### config.mk
export PLATFORM = sky130hd
export DESIGN_NAME = i2c_register_access_master
export DESIGN_NICKNAME = d
export VERILOG_FILES = /design/src/sv/i2cram_pkg.sv /design/src/sv/i2c_register_access_master.sv /design/src/sv/i2cram_front.sv /design/src/sv/i2cram_seq.sv
export SDC_FILE = /design/constraint.sdc
export NUM_CORES = 1
export LEC_CHECK = 0
export ABC_AREA = 1
export BUFFER_PORTS_ARGS = -buffer_cell sky130_fd_sc_hd__buf_4
export CAP_MARGIN = 20
export CORE_MARGIN = 2
export CORE_UTILIZATION = 50
export CTS_CLUSTER_SIZE = 16
export DETAILED_ROUTE_END_ITERATION = 8
export PLACE_DENSITY = 0.71
export SLEW_MARGIN = 20
export SYNTH_ARGS = -nofsm -noshare
export SYNTH_HDL_FRONTEND = slang
export SYNTH_SLANG_ARGS = --single-unit
### constraint.sdc
create_clock -name aclk -period 3 [get_ports aclk]
set_input_delay 0.6 -clock aclk [delete_from_list [all_inputs] [get_ports aclk]]
set_output_delay 0.6 -clock aclk [all_outputs]
set_load 0.02 [all_outputs]
### src/sv/i2cram_pkg.sv
// Shared types and constants for the I2C register access master.
// No dependencies; used by the front queue, the bus sequencer and the top level.
package i2cram_pkg;

    localparam logic [6:0]  DEV_ADDR_RESET    = 7'd104;
    localparam logic [15:0] PHASE_TICKS_RESET = 16'd1000;

    // Configuration register indexes.
    localparam logic CFG_DEVICE_ADDRESS = 1'b0;
    localparam logic CFG_PHASE_TICKS    = 1'b1;

    // Bus sequence states, one-hot.
    typedef enum logic [8:0] {
        ST_IDLE   = 9'b000000001,
        ST_START1 = 9'b000000010,
        ST_TXAW   = 9'b000000100,
        ST_TXREG  = 9'b000001000,
        ST_TXDATA = 9'b000010000,
        ST_START2 = 9'b000100000,
        ST_TXAR   = 9'b001000000,
        ST_RX     = 9'b010000000,
        ST_STOP   = 9'b100000000
    } seq_t;

    // One input transaction: a clock tick with its request and pin sample.
    typedef struct packed {
        logic       request;
        logic       mode;
        logic [7:0] reg_address;
        logic [7:0] write_data;
        logic       sda_in;
    } item_t;

    // One result transaction: pin drive and status after the tick.
    typedef struct packed {
        logic       scl_release;
        logic       sda_release;
        logic       busy_res;
        logic       done_res;
        logic [7:0] read_data;
        logic       nack_error;
    } result_t;

    // Complete sequencer state.
    typedef struct packed {
        seq_t        seq;
        logic [15:0] phase_count;
        logic [1:0]  step;
        logic [3:0]  bit_count;
        logic [7:0]  shift_byte;
        logic        lmode;
        logic [7:0]  lreg;
        logic [7:0]  ldata;
        logic [7:0]  rx_byte;
        logic        error_flag;
        logic        scl_line;
        logic        sda_line;
    } seq_state_t;

endpackage

### src/sv/i2c_register_access_master.sv
// Top level of the I2C register access master: configuration registers,
// front queue and bus sequencer. Depends on i2cram_pkg, i2cram_front and i2cram_seq.
//
// Each input transaction is one clock tick of an I2C bus sequencer: it carries
// a request strobe with the access to perform (mode 0 writes write_data to
// reg_address, mode 1 reads reg_address) and the sampled SDA level. Each input
// transaction yields exactly one result transaction, holding the open-drain
// release levels for SCL and SDA after that tick, the busy and done status,
// the last byte read and the NACK flag of the current or last access. A request
// arriving while an access is in progress is ignored. The block sustains one
// transaction per cycle while m_ready lets results leave: a two-entry queue
// takes the input, the sequencer steps one tick per cycle from the queue
// head when the result can move, and an output register holds the result;
// a transaction passes the queue, then that register. Every bus phase lasts
// phase_ticks ticks (zero counts as one). Configuration writes take effect
// immediately and should be made while the bus is idle; register 0 is the
// seven-bit device address, register 1 the phase length.
module i2c_register_access_master (
    input  logic        aclk,
    input  logic        aresetn,
    // Configuration write port.
    input  logic        cfg_we,
    input  logic        cfg_index,
    input  logic [15:0] cfg_wdata,
    // Input tick channel.
    input  logic        s_valid,
    output logic        s_ready,
    input  logic        s_request,
    input  logic        s_mode,
    input  logic [7:0]  s_reg_address,
    input  logic [7:0]  s_write_data,
    input  logic        s_sda_in,
    // Result channel.
    output logic        m_valid,
    input  logic        m_ready,
    output logic        m_scl_release,
    output logic        m_sda_release,
    output logic        m_busy_res,
    output logic        m_done_res,
    output logic [7:0]  m_read_data,
    output logic        m_nack_error
);

    logic [6:0]  device_address_reg;
    logic [15:0] phase_ticks_reg;

    i2cram_pkg::item_t   s_item;
    i2cram_pkg::item_t   q_item;
    i2cram_pkg::result_t m_result;
    logic                q_valid;
    logic                q_pop;

    // Configuration registers.
    always_ff @(posedge aclk) begin
        if (!aresetn) begin
            device_address_reg <= i2cram_pkg::DEV_ADDR_RESET;
            phase_ticks_reg    <= i2cram_pkg::PHASE_TICKS_RESET;
        end else if (cfg_we) begin
            case (cfg_index)
                i2cram_pkg::CFG_DEVICE_ADDRESS: device_address_reg <= cfg_wdata[6:0];
                i2cram_pkg::CFG_PHASE_TICKS:    phase_ticks_reg <= cfg_wdata;
                default: ;
            endcase
        end
    end

    assign s_item = '{request: s_request, mode: s_mode, reg_address: s_reg_address,
                      write_data: s_write_data, sda_in: s_sda_in};

    i2cram_front u_front (
        .aclk    (aclk),
        .aresetn (aresetn),
        .s_valid (s_valid),
        .s_ready (s_ready),
        .s_item  (s_item),
        .q_valid (q_valid),
        .q_item  (q_item),
        .q_pop   (q_pop)
    );

    i2cram_seq u_seq (
        .aclk           (aclk),
        .aresetn        (aresetn),
        .device_address (device_address_reg),
        .phase_ticks    (phase_ticks_reg),
        .q_valid        (q_valid),
        .q_item         (q_item),
        .q_pop          (q_pop),
        .m_valid        (m_valid),
        .m_ready        (m_ready),
        .m_result       (m_result)
    );

    assign m_scl_release = m_result.scl_release;
    assign m_sda_release = m_result.sda_release;
    assign m_busy_res    = m_result.busy_res;
    assign m_done_res    = m_result.done_res;
    assign m_read_data   = m_result.read_data;
    assign m_nack_error  = m_result.nack_error;

    // A transaction that ends is never reported as still busy.
    assert property (@(posedge aclk) disable iff (!aresetn)
        (m_valid && m_done_res) |-> !m_busy_res)
        else $error("done reported while busy");

    // With no access in progress both bus lines are released.
    assert property (@(posedge aclk) disable iff (!aresetn)
        (m_valid && !m_busy_res) |-> (m_scl_release && m_sda_release))
        else $error("bus line driven while idle");

    // The input side only stalls when the queue holds transactions.
    assert property (@(posedge aclk) disable iff (!aresetn)
        !s_ready |-> q_valid)
        else $error("input stalled with an empty queue");

    // Sequencer advances only on a queue-head pop, and each pop yields a result.
    assert property (@(posedge aclk) disable iff (!aresetn)
        q_pop |=> m_valid)
        else $error("popped transaction produced no result");

endmodule

### src/sv/i2cram_front.sv
// Front end of the I2C register access master: accepts tick transactions
// into a two-entry queue. Depends on i2cram_pkg.
module i2cram_front (
    input  logic                aclk,
    input  logic                aresetn,
    input  logic                s_valid,
    output logic                s_ready,
    input  i2cram_pkg::item_t   s_item,
    output logic                q_valid,
    output i2cram_pkg::item_t   q_item,
    input  logic                q_pop
);

    i2cram_pkg::item_t mem [2];
    logic [1:0] count_reg, count_next;
    logic       wr_ptr_reg, rd_ptr_reg;
    logic       push;

    assign s_ready = (count_reg != 2'd2);
    assign push    = s_valid && s_ready;
    assign q_valid = (count_reg != 2'd0);
    assign q_item  = mem[rd_ptr_reg];

    always_comb begin
        count_next = count_reg;
        if (push && !q_pop) begin
            count_next = count_reg + 2'd1;
        end else if (!push && q_pop) begin
            count_next = count_reg - 2'd1;
        end
    end

    always_ff @(posedge aclk) begin
        if (!aresetn) begin
            count_reg  <= 2'd0;
            wr_ptr_reg <= 1'b0;
            rd_ptr_reg <= 1'b0;
        end else begin
            count_reg <= count_next;
            if (push) begin
                wr_ptr_reg <= ~wr_ptr_reg;
            end
            if (q_pop) begin
                rd_ptr_reg <= ~rd_ptr_reg;
            end
        end
    end

    always_ff @(posedge aclk) begin
        if (push) begin
            mem[wr_ptr_reg] <= s_item;
        end
    end

endmodule

### src/sv/i2cram_seq.sv
// Back end of the I2C register access master: the bus phase sequencer and
// the result output register. Depends on i2cram_pkg.
module i2cram_seq (
    input  logic                  aclk,
    input  logic                  aresetn,
    input  logic [6:0]            device_address,
    input  logic [15:0]           phase_ticks,
    input  logic                  q_valid,
    input  i2cram_pkg::item_t     q_item,
    output logic                  q_pop,
    output logic                  m_valid,
    input  logic                  m_ready,
    output i2cram_pkg::result_t   m_result
);

    // Pin actions taken on the entry tick of a phase.
    function automatic i2cram_pkg::seq_state_t act(input i2cram_pkg::seq_state_t st,
                                                    input logic sda_in);
        i2cram_pkg::seq_state_t r;
        r = st;
        case (st.seq)
            i2cram_pkg::ST_START1, i2cram_pkg::ST_START2: begin
                case (st.step)
                    2'd0:    r.scl_line = 1'b1;
                    2'd1:    r.sda_line = 1'b1;
                    2'd2:    r.sda_line = 1'b0;
                    default: r.scl_line = 1'b0;
                endcase
            end
            i2cram_pkg::ST_TXAW, i2cram_pkg::ST_TXREG,
            i2cram_pkg::ST_TXDATA, i2cram_pkg::ST_TXAR: begin
                if (st.bit_count < 4'd8) begin
                    case (st.step)
                        2'd0:    r.sda_line = st.shift_byte[7];
                        2'd1:    r.scl_line = 1'b1;
                        2'd2:    r.scl_line = 1'b0;
                        default: r.shift_byte = {st.shift_byte[6:0], 1'b0};
                    endcase
                end else begin
                    // Acknowledge bit from the slave.
                    case (st.step)
                        2'd0:    r.sda_line = 1'b1;
                        2'd1:    r.scl_line = 1'b1;
                        2'd2:    r.error_flag = st.error_flag | sda_in;
                        default: r.scl_line = 1'b0;
                    endcase
                end
            end
            i2cram_pkg::ST_RX: begin
                if (st.bit_count == 4'd0) begin
                    r.sda_line = 1'b1;
                end else if (st.bit_count <= 4'd8) begin
                    case (st.step)
                        2'd0:    r.scl_line = 1'b1;
                        2'd1:    r.shift_byte = {st.shift_byte[6:0], sda_in};
                        default: r.scl_line = 1'b0;
                    endcase
                end else begin
                    case (st.step)
                        2'd1:    r.scl_line = 1'b1;
                        2'd2:    r.scl_line = 1'b0;
                        default: ;
                    endcase
                end
            end
            i2cram_pkg::ST_STOP: begin
                case (st.step)
                    2'd0:    r.sda_line = 1'b0;
                    2'd1:    r.scl_line = 1'b1;
                    2'd2:    r.sda_line = 1'b1;
                    default: ;
                endcase
            end
            default: ;
        endcase
        return r;
    endfunction

    function automatic i2cram_pkg::seq_state_t enter(input i2cram_pkg::seq_state_t st,
                                                      input i2cram_pkg::seq_t s,
                                                      input logic sda_in,
                                                      input logic [6:0] addr);
        i2cram_pkg::seq_state_t r;
        r = st;
        r.seq = s;
        r.bit_count = 4'd0;
        r.step = 2'd0;
        case (s)
            i2cram_pkg::ST_TXAW:   r.shift_byte = {addr, 1'b0};
            i2cram_pkg::ST_TXAR:   r.shift_byte = {addr, 1'b1};
            i2cram_pkg::ST_TXREG:  r.shift_byte = st.lreg;
            i2cram_pkg::ST_TXDATA: r.shift_byte = st.ldata;
            i2cram_pkg::ST_RX:     r.shift_byte = 8'd0;
            default: ;
        endcase
        return act(r, sda_in);
    endfunction

    function automatic i2cram_pkg::seq_state_t advance(input i2cram_pkg::seq_state_t st,
                                                        input logic sda_in,
                                                        input logic [6:0] addr);
        i2cram_pkg::seq_state_t r;
        logic [2:0] steps;
        logic [3:0] last_bit;
        r = st;
        steps = 3'd4;
        last_bit = 4'd0;
        case (st.seq)
            i2cram_pkg::ST_TXAW, i2cram_pkg::ST_TXREG,
            i2cram_pkg::ST_TXDATA, i2cram_pkg::ST_TXAR: last_bit = 4'd8;
            i2cram_pkg::ST_RX: begin
                last_bit = 4'd9;
                steps = (st.bit_count == 4'd0) ? 3'd1 : 3'd3;
            end
            default: ;
        endcase
        if (({1'b0, st.step} + 3'd1) < steps) begin
            r.step = st.step + 2'd1;
            r = act(r, sda_in);
        end else if (st.bit_count < last_bit) begin
            r.bit_count = st.bit_count + 4'd1;
            r.step = 2'd0;
            r = act(r, sda_in);
        end else begin
            case (st.seq)
                i2cram_pkg::ST_START1: r = enter(r, i2cram_pkg::ST_TXAW, sda_in, addr);
                i2cram_pkg::ST_TXAW:   r = enter(r, i2cram_pkg::ST_TXREG, sda_in, addr);
                i2cram_pkg::ST_TXREG:
                    r = enter(r, st.lmode ? i2cram_pkg::ST_START2 : i2cram_pkg::ST_TXDATA,
                              sda_in, addr);
                i2cram_pkg::ST_TXDATA: r = enter(r, i2cram_pkg::ST_STOP, sda_in, addr);
                i2cram_pkg::ST_START2: r = enter(r, i2cram_pkg::ST_TXAR, sda_in, addr);
                i2cram_pkg::ST_TXAR:   r = enter(r, i2cram_pkg::ST_RX, sda_in, addr);
                i2cram_pkg::ST_RX: begin
                    r.rx_byte = st.shift_byte;
                    r = enter(r, i2cram_pkg::ST_STOP, sda_in, addr);
                end
                default: begin
                    r.seq = i2cram_pkg::ST_IDLE;
                    r.bit_count = 4'd0;
                    r.step = 2'd0;
                    r.scl_line = 1'b1;
                    r.sda_line = 1'b1;
                end
            endcase
        end
        return r;
    endfunction

    i2cram_pkg::seq_state_t st_reg, st_next;
    i2cram_pkg::result_t    res_reg, res_next;
    logic                   m_valid_reg;
    logic [16:0]            phase_len;
    logic                   phase_end;
    logic                   done;

    assign q_pop    = q_valid && (!m_valid_reg || m_ready);
    assign m_valid  = m_valid_reg;
    assign m_result = res_reg;

    assign phase_len = (phase_ticks == 16'd0) ? 17'd1 : {1'b0, phase_ticks};
    assign phase_end = (({1'b0, st_reg.phase_count} + 17'd1) >= phase_len);

    always_comb begin
        st_next = st_reg;
        done = 1'b0;
        if (st_reg.seq == i2cram_pkg::ST_IDLE) begin
            if (q_item.request) begin
                st_next.lmode = q_item.mode;
                st_next.lreg = q_item.reg_address;
                st_next.ldata = q_item.write_data;
                st_next.error_flag = 1'b0;
                st_next.phase_count = 16'd0;
                st_next = enter(st_next, i2cram_pkg::ST_START1, q_item.sda_in,
                                device_address);
            end
        end else if (phase_end) begin
            st_next.phase_count = 16'd0;
            done = (st_reg.seq == i2cram_pkg::ST_STOP) && (st_reg.step == 2'd3);
            st_next = advance(st_next, q_item.sda_in, device_address);
        end else begin
            st_next.phase_count = st_reg.phase_count + 16'd1;
        end

        res_next.scl_release = st_next.scl_line;
        res_next.sda_release = st_next.sda_line;
        res_next.busy_res    = (st_next.seq != i2cram_pkg::ST_IDLE);
        res_next.done_res    = done;
        res_next.read_data   = st_next.rx_byte;
        res_next.nack_error  = st_next.error_flag;
    end

    always_ff @(posedge aclk) begin
        if (!aresetn) begin
            st_reg <= '{seq: i2cram_pkg::ST_IDLE, phase_count: 16'd0, step: 2'd0,
                        bit_count: 4'd0, shift_byte: 8'd0, lmode: 1'b0, lreg: 8'd0,
                        ldata: 8'd0, rx_byte: 8'd0, error_flag: 1'b0,
                        scl_line: 1'b1, sda_line: 1'b1};
            m_valid_reg <= 1'b0;
        end else if (q_pop) begin
            st_reg <= st_next;
            m_valid_reg <= 1'b1;
        end else if (m_ready) begin
            m_valid_reg <= 1'b0;
        end
    end

    always_ff @(posedge aclk) begin
        if (q_pop) begin
            res_reg <= res_next;
        end
    end

endmodule
* Word level (Yosys, flattened, before mapping)
Memory sizes are Yosys's and may differ from the RTL's. A register that Yosys moved wholly into a read port is not among the register bits.
Index checks and enable logic that the tools add are counted.
** Storage, ports and cells
- Register bits :: 108
- Latch bits :: 0
- Bits in writable memories :: 38
- ROM bits :: 0
- Input bits :: 41
- Memories kept :: 1
** Memory list
- u_front.mem :: words 2, bits a word 19, rd ports 1, clocked after Yosys merged registers in 1, write ports 1, RTL line i2cram_front.sv:14 : i2cram_pkg::item_t mem [2];
** Cells by class
- $add $sub $neg :: 7
- Multipliers :: 0
- Div/mod/pow operators :: 0
- Order comparisons :: 7
- Equality and inequality tests :: 33
- Shifts and indexed selects :: 0
- Muxes and demuxes :: 59
- Bitwise logic cells :: 6
- Reduce and logical (&&, ||, !) cells :: 35
** Operators by type and width (number)
- 67-bit 2-to-1 mux :: 4
- 34-bit one-hot mux with 6 select lines :: 1
- 9-bit one-hot mux with 6 select lines :: 1
- 42-bit 2-to-1 mux :: 1
- 8-bit 2-to-1 mux :: 5
- 8-bit one-hot mux with 5 select lines :: 1
- 16-bit 2-to-1 mux :: 2
- 1-bit 2-to-1 mux :: 20
- 9-bit by 2-bit equality test with 1-bit output, second input constant :: 2
- 9-bit by 3-bit equality test with 1-bit output, second input constant :: 2
- 9-bit by 4-bit equality test with 1-bit output, second input constant :: 2
- 9-bit by 5-bit equality test with 1-bit output, second input constant :: 2
- 9-bit by 6-bit equality test with 1-bit output, second input constant :: 2
- 9-bit by 7-bit equality test with 1-bit output, second input constant :: 2
- 9-bit by 8-bit equality test with 1-bit output, second input constant :: 2
- 9-bit equality test, second input constant :: 2
- 16-bit by 1-bit adder with 17-bit output, second input constant :: 1
- 17-bit greater-or-equal comparator :: 1
- 16-bit by 1-bit adder with 16-bit output, second input constant :: 1
- 16-bit logical NOT :: 1
- 8-bit one-hot mux with 2 select lines :: 1
- 1-bit one-hot mux with 2 select lines :: 7
- 13-bit AND reduction :: 1
- 12-bit AND reduction :: 1
- other kinds (40) :: 82

* Longest topological paths before layout
Gate-level depths: netlist (run 1).
- Depth after elaboration :: 11
- Mapped depth :: 24
- Mapped depth without buffers :: 24

* Cells and area by module
Synthesis (run 1) repeated with hierarchy kept, for this count alone.
** Second synthesis, totals
- Cell total of the unflattened synthesis :: 1106
- Area total of the unflattened synthesis :: 8221.6 um2
** Modules (own cells, without submodules)
- i2cram_seq :: times used 1, cells each 900, area an instance 5701.7 um2, sequential area each 1751.7 um2
- i2cram_front :: times used 1, cells each 95, area an instance 1656.6 um2, sequential area each 1241.2 um2
- i2c_register_access_master :: times used 1, cells each 111, area an instance 863.3 um2, sequential area each 460.4 um2

* Worst setup path before layout (run 1)
OpenSTA, ideal clock, no wires.
- Path kind :: register -> register
- Start point :: register u_seq.st_reg[42] in the netlist's numbering
- End point :: register u_seq.res_reg, in the netlist u_seq.m_result[10], data pin
- Data arrival time :: 2906 ps
- Required time :: 2738 ps
- Slack :: -168 ps
- Cell stages (with the launch flop) :: 23
- Clock period less this slack :: 3168 ps
- Cells stage by stage :: dfxtp_1 -> ha_1 -> nand2_1 -> nor4_1 -> nand2_1 -> nor2_1 -> nand2_1 -> xnor2_1 -> ha_1 -> nand2_1 -> inv_1 -> nand2_1 -> nor2_1 -> a21oi_1 -> nand2_1 -> nand2_1 -> nand3_1 -> nand2_2 -> nor2_1 -> nor2_1 -> nand2_1 -> a21oi_1 -> nand3_1
** RTL lines
- start: declaration :: RTL line i2cram_seq.sv:150 : i2cram_pkg::seq_state_t st_reg, st_next;
- start signal: assignment :: RTL line i2cram_seq.sv:195 : st_reg <= '{seq: i2cram_pkg::ST_IDLE, phase_count: 16'd0, step: 2'd0,
- start signal: assignment :: RTL line i2cram_seq.sv:201 : st_reg <= st_next;
- end signal: assignment :: RTL line i2cram_seq.sv:210 : res_reg <= res_next;
- end: declaration :: RTL line i2cram_seq.sv:151 : i2cram_pkg::result_t res_reg, res_next;

* Worst setup path in the final report (run 1)
- Start point :: register u_seq.st_reg[42] in the netlist's numbering
- End point :: register u_seq.st_reg[29] in the netlist's numbering
** Between the ends
- Cells in the longest elaborated chain, start to end :: 3
** RTL lines
- 16-bit by 1-bit adder with 17-bit output :: RTL line i2cram_seq.sv:162 : assign phase_end = (({1'b0, st_reg.phase_count} + 17'd1) >= phase_len);
- 17-bit greater-or-equal comparator :: RTL line i2cram_seq.sv:162
- 13-bit AND reduction (no source line)
Every way passes these cells.
A chain may end at the register's enable or synchronous reset.

==> results of run 1 <==
worst min-delay path by stage:
| stage | from | slack (ps) | to | depth (start not counted) |
|---|---|---|---|---|
| finish | s_write_data[1] | 350 | u_front.mem[0][2] | 1 |
| global route | s_write_data[7] | 340 | u_front.mem[1][8] | 1 |
| CTS | s_write_data[1] | 340 | u_front.mem[0][2] | 1 |
| detailed placement | u_front.rd_ptr_reg | 440 | u_front.rd_ptr_reg | 1 |
| global placement | u_front.rd_ptr_reg | 440 | register | 1 |
| floorplan | u_front.rd_ptr_reg | 430 | register | 1 |
critical path, cell delays in order (launching register included):
cell,delay [ps]
dfxtp_4,370
nand2_2,70
nor2_4,120
nand3_2,130
nor2_4,160
nand3_4,110
nor2_4,140
buf_6,120
a21oi_2,70
ha_1,300
nand2_1,60
nor2_1,90
nand4_1,160
nor2_4,150
nor2_4,50
nand3_4,140
nand2_4,90
buf_6,130
nor3_4,250
nand2_4,130
nand2_2,90
nand2_2,50
nor2_2,100
kinds of logic (layout without fill, tap and decap cells):
| kind of cell | count (synthesis) | in the layout |
|---|---|---|
| simple gates | 495 | 496 |
| buf+inv | 181 | 314 |
| compound gates | 179 | 179 |
| flops | 147 | 147 |
| fa+ha+maj | 27 | 27 |
| xor+xnor | 16 | 16 |
| mux | 2 | 2 |
timing repair:
item	in CTS	in global routing
setup buffers	3	12
cloned	1	2
pin swaps	24	52
setup endpoints to repair	61	63
gates resized for setup	72	88
final cells by class:
| type | instances | area (um2) |
|---|---|---|
| multi-input combinational | 720 | 4423 |
| fill | 1267 | 5366 |
| sequential | 147 | 3461 |
| inverter | 149 | 579.3 |
| clock buffer | 21 | 450.4 |
| timing repair buffer | 133 | 1091 |
| tap | 216 | 270.3 |
| clock inverter | 11 | 128.9 |
power by group through the flow:
stage	sequential (mW)	clock, mW	combinational [mW]
final	2.96	2.10	5.31
after global placement	2.95	0	4.13
after floorplan	3.00	0	2.70
after detailed placement	2.95	0	4.19
after global routing	3.01	2.21	5.80
after CTS	2.93	2.12	4.63
routing by layer:
metal	track usage	part of all wire	vias to the layer above
li1	-	-	3693
met1	0.3293	0.43	3473
met2	0.4216	0.50	241
met3	0.05537	0.060	37
met4	0.08385	0.018	0
met5	0	0	-
cells in the final DEF, fill, tap and decap left out, types with 3 or more instances in the layout:
cell type and count:
buf_4 118, inv_1 133, inv_2 8, nand2_1 189
nand3_1 41, o211ai_1 9, edfxtp_1 51, nand2_2 31
clkbuf_16 19, inv_6 3, ha_1 24, buf_6 12
dfxtp_2 3, o21ai_0 50, nor2_4 14, clkbuf_1 3
xor2_2 3, a21oi_1 44, a211oi_2 7, nor2_2 13
dfxtp_1 92, o21ai_1 9, nor3_2 3, a211oi_1 34
xnor2_2 4, nand3_2 16, nor4_1 5, a21oi_2 11
nor2_1 127, nand3_4 6, nand2_4 20, inv_4 6
nand4_1 13, nor3_1 6, clkinv_4 3, xor2_1 7
ha_4 3
per-stage QoR:
step	utilization	setup slack [ps]	hold slack (ps)	instances	TNS [ps]
after global placement	0.5720	-187.4	442.3	1348	-2990
after floorplan	-	4.453	425.7	1047	0
final	0.6597	-158.1	348.0	1397	-1760
after CTS	0.6300	-157.2	342.2	1384	-3895
after detailed placement	0.5720	-285.5	441.9	1348	-7206
after global routing	0.6597	-379.7	339.1	1397	-11280
==> metrics.md, run 1 <==
| Metric | Value |
|---|---|
| Root Buffer | clkbuf_16 |
| Hold crit path type | in2reg |
| RSZ-0062 raised after global routing | yes |
| Power Total | 10.37 mW |
| Mux contribution to synthesized area | 0.002660 |
| Placement Cell Area | 9020 um2 |
| Switching Share | 0.4239 |
| Psw | 4.397 mW |
| Cell-internal power | 5.976 mW |
| Fin. Hold Viols | 0 |
| Final setup fails | 27 |
| Post-synthesis compound-gate area fraction | 0.1353 |
| Ratio of final minimum period to clock period | 1.053 |
| Core area | 15770 um2 |
| Synth Instances | 1047 |
| DR vias | approximately 7400 |
| Reg2Reg Setup Slack | -160 ps |
| Gpl congestion | between 0.9 and 1 |
| Final net count | around 1200 |
| Async set or reset register ratio after synthesis | 0 |
| Synth Area in Simple Gates | 0.2784 |
| Largest register FFs | 67 |
| Worst skew pair latency | about 430 ps |
| Relative slew margins | 0.5858 |
| Post-synth cell types | 53 |
| Drt wl/cell | 15.39 um |
| Syn nets | 1115 |
| Clock Skew | 8.185 ps |
| Worst-Margin Slew | 615.6 ps |
| Starting Density | 0.5071 |
| CTS clock-pin slew for the worst setup and hold paths | approximately 60 ps |
| Number of diodes | 0 |
| # clock sinks | 147 |
| Worst EP required | 3370 ps |
| CTS tree | done |
| Drt total wl | around 21000 um |
| CP endpoint kind | register |
| Top-count cell post-synth | nand2_1 |
| Total CTS buffers | 17 |
| Crit path time final | 3158 ps |
| Detailed Place HPWL | approximately 15000 um |
| CP Launch Point | u_seq.st_reg[42] |
| Reg2Reg Launch Point | u_seq.st_reg[42] |
| Synth area leader | dfxtp_1 |
| Number of vias per cell | 5.329 |
| First-pass GRT wire length | ~33000 um |
| Max H-tree Level | 4 |
| Die Y | approximately 130 um |
| Largest cells by area after synthesis | dfxtp_1, edfxtp_1, nand2_1, nor2_1, inv_1 |
| Xor/xnor share of the synthesized area | 0.01752 |
| TritonRoute pass-1 iters | 6 |
| Most used DFF post-synth | dfxtp_1 |
| Mapped Area | 7996 um2 |
| Count of input and output buffers | 55 |
| CTS hold repair buffers | 0 |
| Pin count of the biggest net entering global routing | 36 |
| Outcome | finished, violations left |
| All-Layer GR Usage | 0.2530 |
| Layout cells sized above 1 | 0.2777 |
| Adder-Cell Fraction of Synth Area | 0.04225 |
| Ports | 56 |
| Die footprint | 17020 um2 |
| Reg2reg path depth | 22 |
| Synth Register Bits | 147 |
| Sequential power share | 0.285 |
| Combinational family with the most area after synthesis | simple AND/OR/NAND/NOR gates |
| Overflow after GRT | 0 |
| Failing checks | setup timing |
| EDFF count, synth | a little over 50 |
| Data arrival, critical path | around 3500 ps |
| CTS max path bufs | 2 |
| Vias in the first global route | 6744 |
| Gate power share | 0.512 |
| Worst VDD drop | 481.4 uV |
| Drt drc | 0 |
| DR iter-0 viols | 627 |
| Routed Antenna Nets | 0 |
| Synth cell count leaders | nand2_1, nor2_1, inv_1 |
| Final setup margin | -158.1 ps |
| Initial antenna violation count | 0 |
| Power per cell area | 997.0 nW/um2 |
| CP endpoint | u_seq.st_reg[29] |
| FF-to-FF End | u_seq.st_reg[29] |
| Clock power frac | 0.203 |
| Final Cell Area | between 10000 and 15000 um2 |
| Row Count | 46 |
| Post-synthesis sequential area ratio | 0.4319 |
| Peak Freq | approximately 320 MHz |
| Die X | around 130 um |
| Max-cap violations | 0 |
| Leak | 4.641 nW |
| CP startpoint kind | register |
| Largest fanout on the critical path | 8 |
| Post-synth top area share | 0.2403 |
| Mean Syn Cell Area | 7.637 um2 |
| Synth warnings | 0 |
| CP Class | reg2reg |
| Slew Viols, Final | 0 |
| Area Growth Syn to Fin | 30.10% |
Note: power is estimated with default switching activity, not from simulation.
==> inputs of run 2 (changes only) <==
--- a/config.mk
+++ b/config.mk
@@ -9,10 +9,10 @@
 export BUFFER_PORTS_ARGS = -buffer_cell sky130_fd_sc_hd__buf_4
 export CAP_MARGIN = 20
 export CORE_MARGIN = 2
-export CORE_UTILIZATION = 50
+export CORE_UTILIZATION = 30
 export CTS_CLUSTER_SIZE = 16
 export DETAILED_ROUTE_END_ITERATION = 8
-export PLACE_DENSITY = 0.71
+export PLACE_DENSITY = 0.47
 export SLEW_MARGIN = 20
 export SYNTH_ARGS = -nofsm -noshare
 export SYNTH_HDL_FRONTEND = slang
==> metrics.md, run 2 (same netlist as run 1, synthesis figures left out) <==
| Metric | Value |
|---|---|
| Routed Antenna Nets | 0 |
| Final setup margin | -97.42 ps |
| Vias in the first global route | just under 7000 |
| All-Layer GR Usage | 0.1698 |
| Starting Density | 0.3060 |
| # clock sinks | 147 |
| Peak Freq | 322.8 MHz |
| Hold crit path type | in2reg |
| Slowest-stage cell, CP | dfxtp_2 |
| Final net count | between 1000 and 1500 |
| RSZ-0062 raised after global routing | yes |
| DP Worst Slack | -517.7 ps |
| Worst skew pair latency | 420 ps |
| Count of input and output buffers | 55 |
| Number of vias per cell | 4.679 |
| CP Class | reg2reg |
| DR iter-0 viols | 489 |
| First-pass GRT wire length | 37050 um |
| Worst-Margin Slew | 622.4 ps |
| Slew Viols, Final | 0 |
| Leak | 4.698 nW |
| Crit path time final | between 3000 and 4000 ps |
| Most common cell on crit path | nand2_1 |
| Initial antenna violation count | 0 |
| Max H-tree Level | 4 |
| CTS max path bufs | 2 |
| Drt drc | 1 |
| Failing checks | DRC, setup timing |
| TritonRoute pass-1 iters | 8 |
| Relative slew margins | 0.5812 |
| Largest register FFs | 67 |
| Met1 Wirelength | 11160 um |
| Die footprint | 27980 um2 |
| Commonest cells after routing, fill and taps aside | nand2_1, buf_4, inv_1 |
| Worst EP required | 3170 ps |
| Final setup fails | 15 |
| CP startpoint kind | register |
| Overflow after GRT | 0 |
| Clock Skew | 9.741 ps |
| Number of diodes | 0 |
| Data arrival, critical path | 3270 ps |
| Die Y | 167.3 um |
| Pin count of the biggest net entering global routing | 37 |
| Drt wl/cell | 15.39 um |
| CTS hold repair buffers | 0 |
| Layout cells sized above 1 | 0.2772 |
| Ratio of final minimum period to clock period | 1.032 |
| DR vias | approximately 7200 |
| Largest fanout on the critical path | 6 |
| Area Growth Syn to Fin | 31.28% |
| Outcome | finished, violations left |
| Detailed Place HPWL | ~18000 um |
| Worst VDD drop | 391.5 uV |
| FF-to-FF End | u_seq.m_result[10] |
| Hold path startpoint | s_write_data[3] |
| Ports | 56 |
| Die X | around 170 um |
| Met2 routed WL | 11260 um |
| Total CTS buffers | 17 |
| Row Count | 59 |
| Root Buffer | clkbuf_16 |
| Setup TNS | -655.0 ps |
| Reg2Reg Setup Slack | -100 ps |
| Core area | roughly 26000 um2 |
| Commonest non-fill, non-tap cell in the layout | nand2_1 |
| CP endpoint kind | register |
| Worst-path cell chain | ha_4 -> nand2_4 -> nor4_4 -> nand2_1 -> nor2_2 -> nand2_1 -> xnor2_2 -> ha_1 -> nand2_1 -> inv_2 -> nand2_2 -> nor2_2 -> a21oi_1 -> nand2_1 -> nand2_2 -> nand3_4 -> buf_4 -> nand4_1 -> nand3_2 -> a21oi_2 -> nand3_1 |
| CTS tree | done |
| Drt total wl | 23530 um |
| Fin. Hold Viols | 0 |
| Hold EP | u_front.mem[0][4] |
| Top Layer Used | met4 |
| Gpl congestion | 0.9166 |
| Hold Path Depth | 1 |
| Power per cell area | ~1000 nW/um2 |
| Power Total | between 10 and 15 mW |
| Reg2reg path depth | 21 |
| CTS clock-pin slew for the worst setup and hold paths | 70 ps |
| Reg2Reg Launch Point | u_seq.st_reg[42] |
| Max-cap violations | 0 |
| Crit path largest cell delay | 360 ps |
| DR WL met3 | 742 um |
-- run 2: cell types whose count changed in the layout (fill, tap and decap cells not counted), moves of 6 or more --
cell     previous run  this run
nor2_4             14         6
nand2_4            20        12
nor2_2             13        21
buf_4             118       136
nand2_2            31        37
-- run 2: power by group --
group / switching, mW / leakage (nW) / internal [mW]
clock network: 0.916 / 0.311 / 1.40
registers: 0.325 / 1.27 / 2.62
logic: 3.15 / 3.12 / 2.03
-- run 2: layout make-up --
cell class | count | area, um2
fill | 2697 | 15640
multi-input combinational | 720 | 4237
sequential | 147 | 3458
timing repair buffer | 147 | 1176
inverter | 149 | 574.3
clock buffer | 19 | 464.2
tap | 335 | 419.2
clock inverter | 12 | 168.9
-- run 2: worst max-delay path, delay by kind of cell, from the launching register on --
family	cells	cell delay [ps]
AO/OA/AOI/OAI	2	270
adder cells (fa/ha/maj)	2	420
AND/OR/NAND/NOR	14	1380
buffers and inverters	2	210
flip-flops	1	360
XOR/XNOR	1	200
-- run 2: routing by layer --
layer	vias up	track usage
met5	-	0
met3	21	0.02387
met4	0	0.05331
li1	3710	-
met1	3289	0.2252
met2	134	0.2868
-- run 2: worst max-delay path by stage --
stage	from	endpoint	cells after the start
after floorplan	u_seq.st_reg[42]	u_seq.m_result[10]	22
after global placement	u_seq.st_reg[42]	u_seq.m_result[10]	23
after detailed placement	u_seq.st_reg[42]	u_seq.m_result[10]	23
after CTS	u_seq.st_reg[42]	u_seq.st_reg[36]	22
after global routing	u_seq.st_reg[42]	u_seq.st_reg[36]	24
final	u_seq.st_reg[42]	u_seq.m_result[10]	21
-- run 2: metrics by stage --
step / hold slack (ps) / cells / cell area (um2) / utilization
floorplan: 425.7 / 1047 / 8013 / -
global route: 341.6 / 1529 / 10500 / 0.4017
finish: 355.4 / 1529 / 10500 / 0.4017
CTS: 337.5 / 1520 / 10110 / 0.3868
global placement: 435.6 / 1482 / 9294 / 0.3556
detailed placement: 447.2 / 1482 / 9294 / 0.3556
-- run 2: timing repair --
action,CTS,global route
setup buffers,7,8
resized for setup,34,83
setup endpoints to repair,63,63
pin swaps,21,23
cloned,0,2
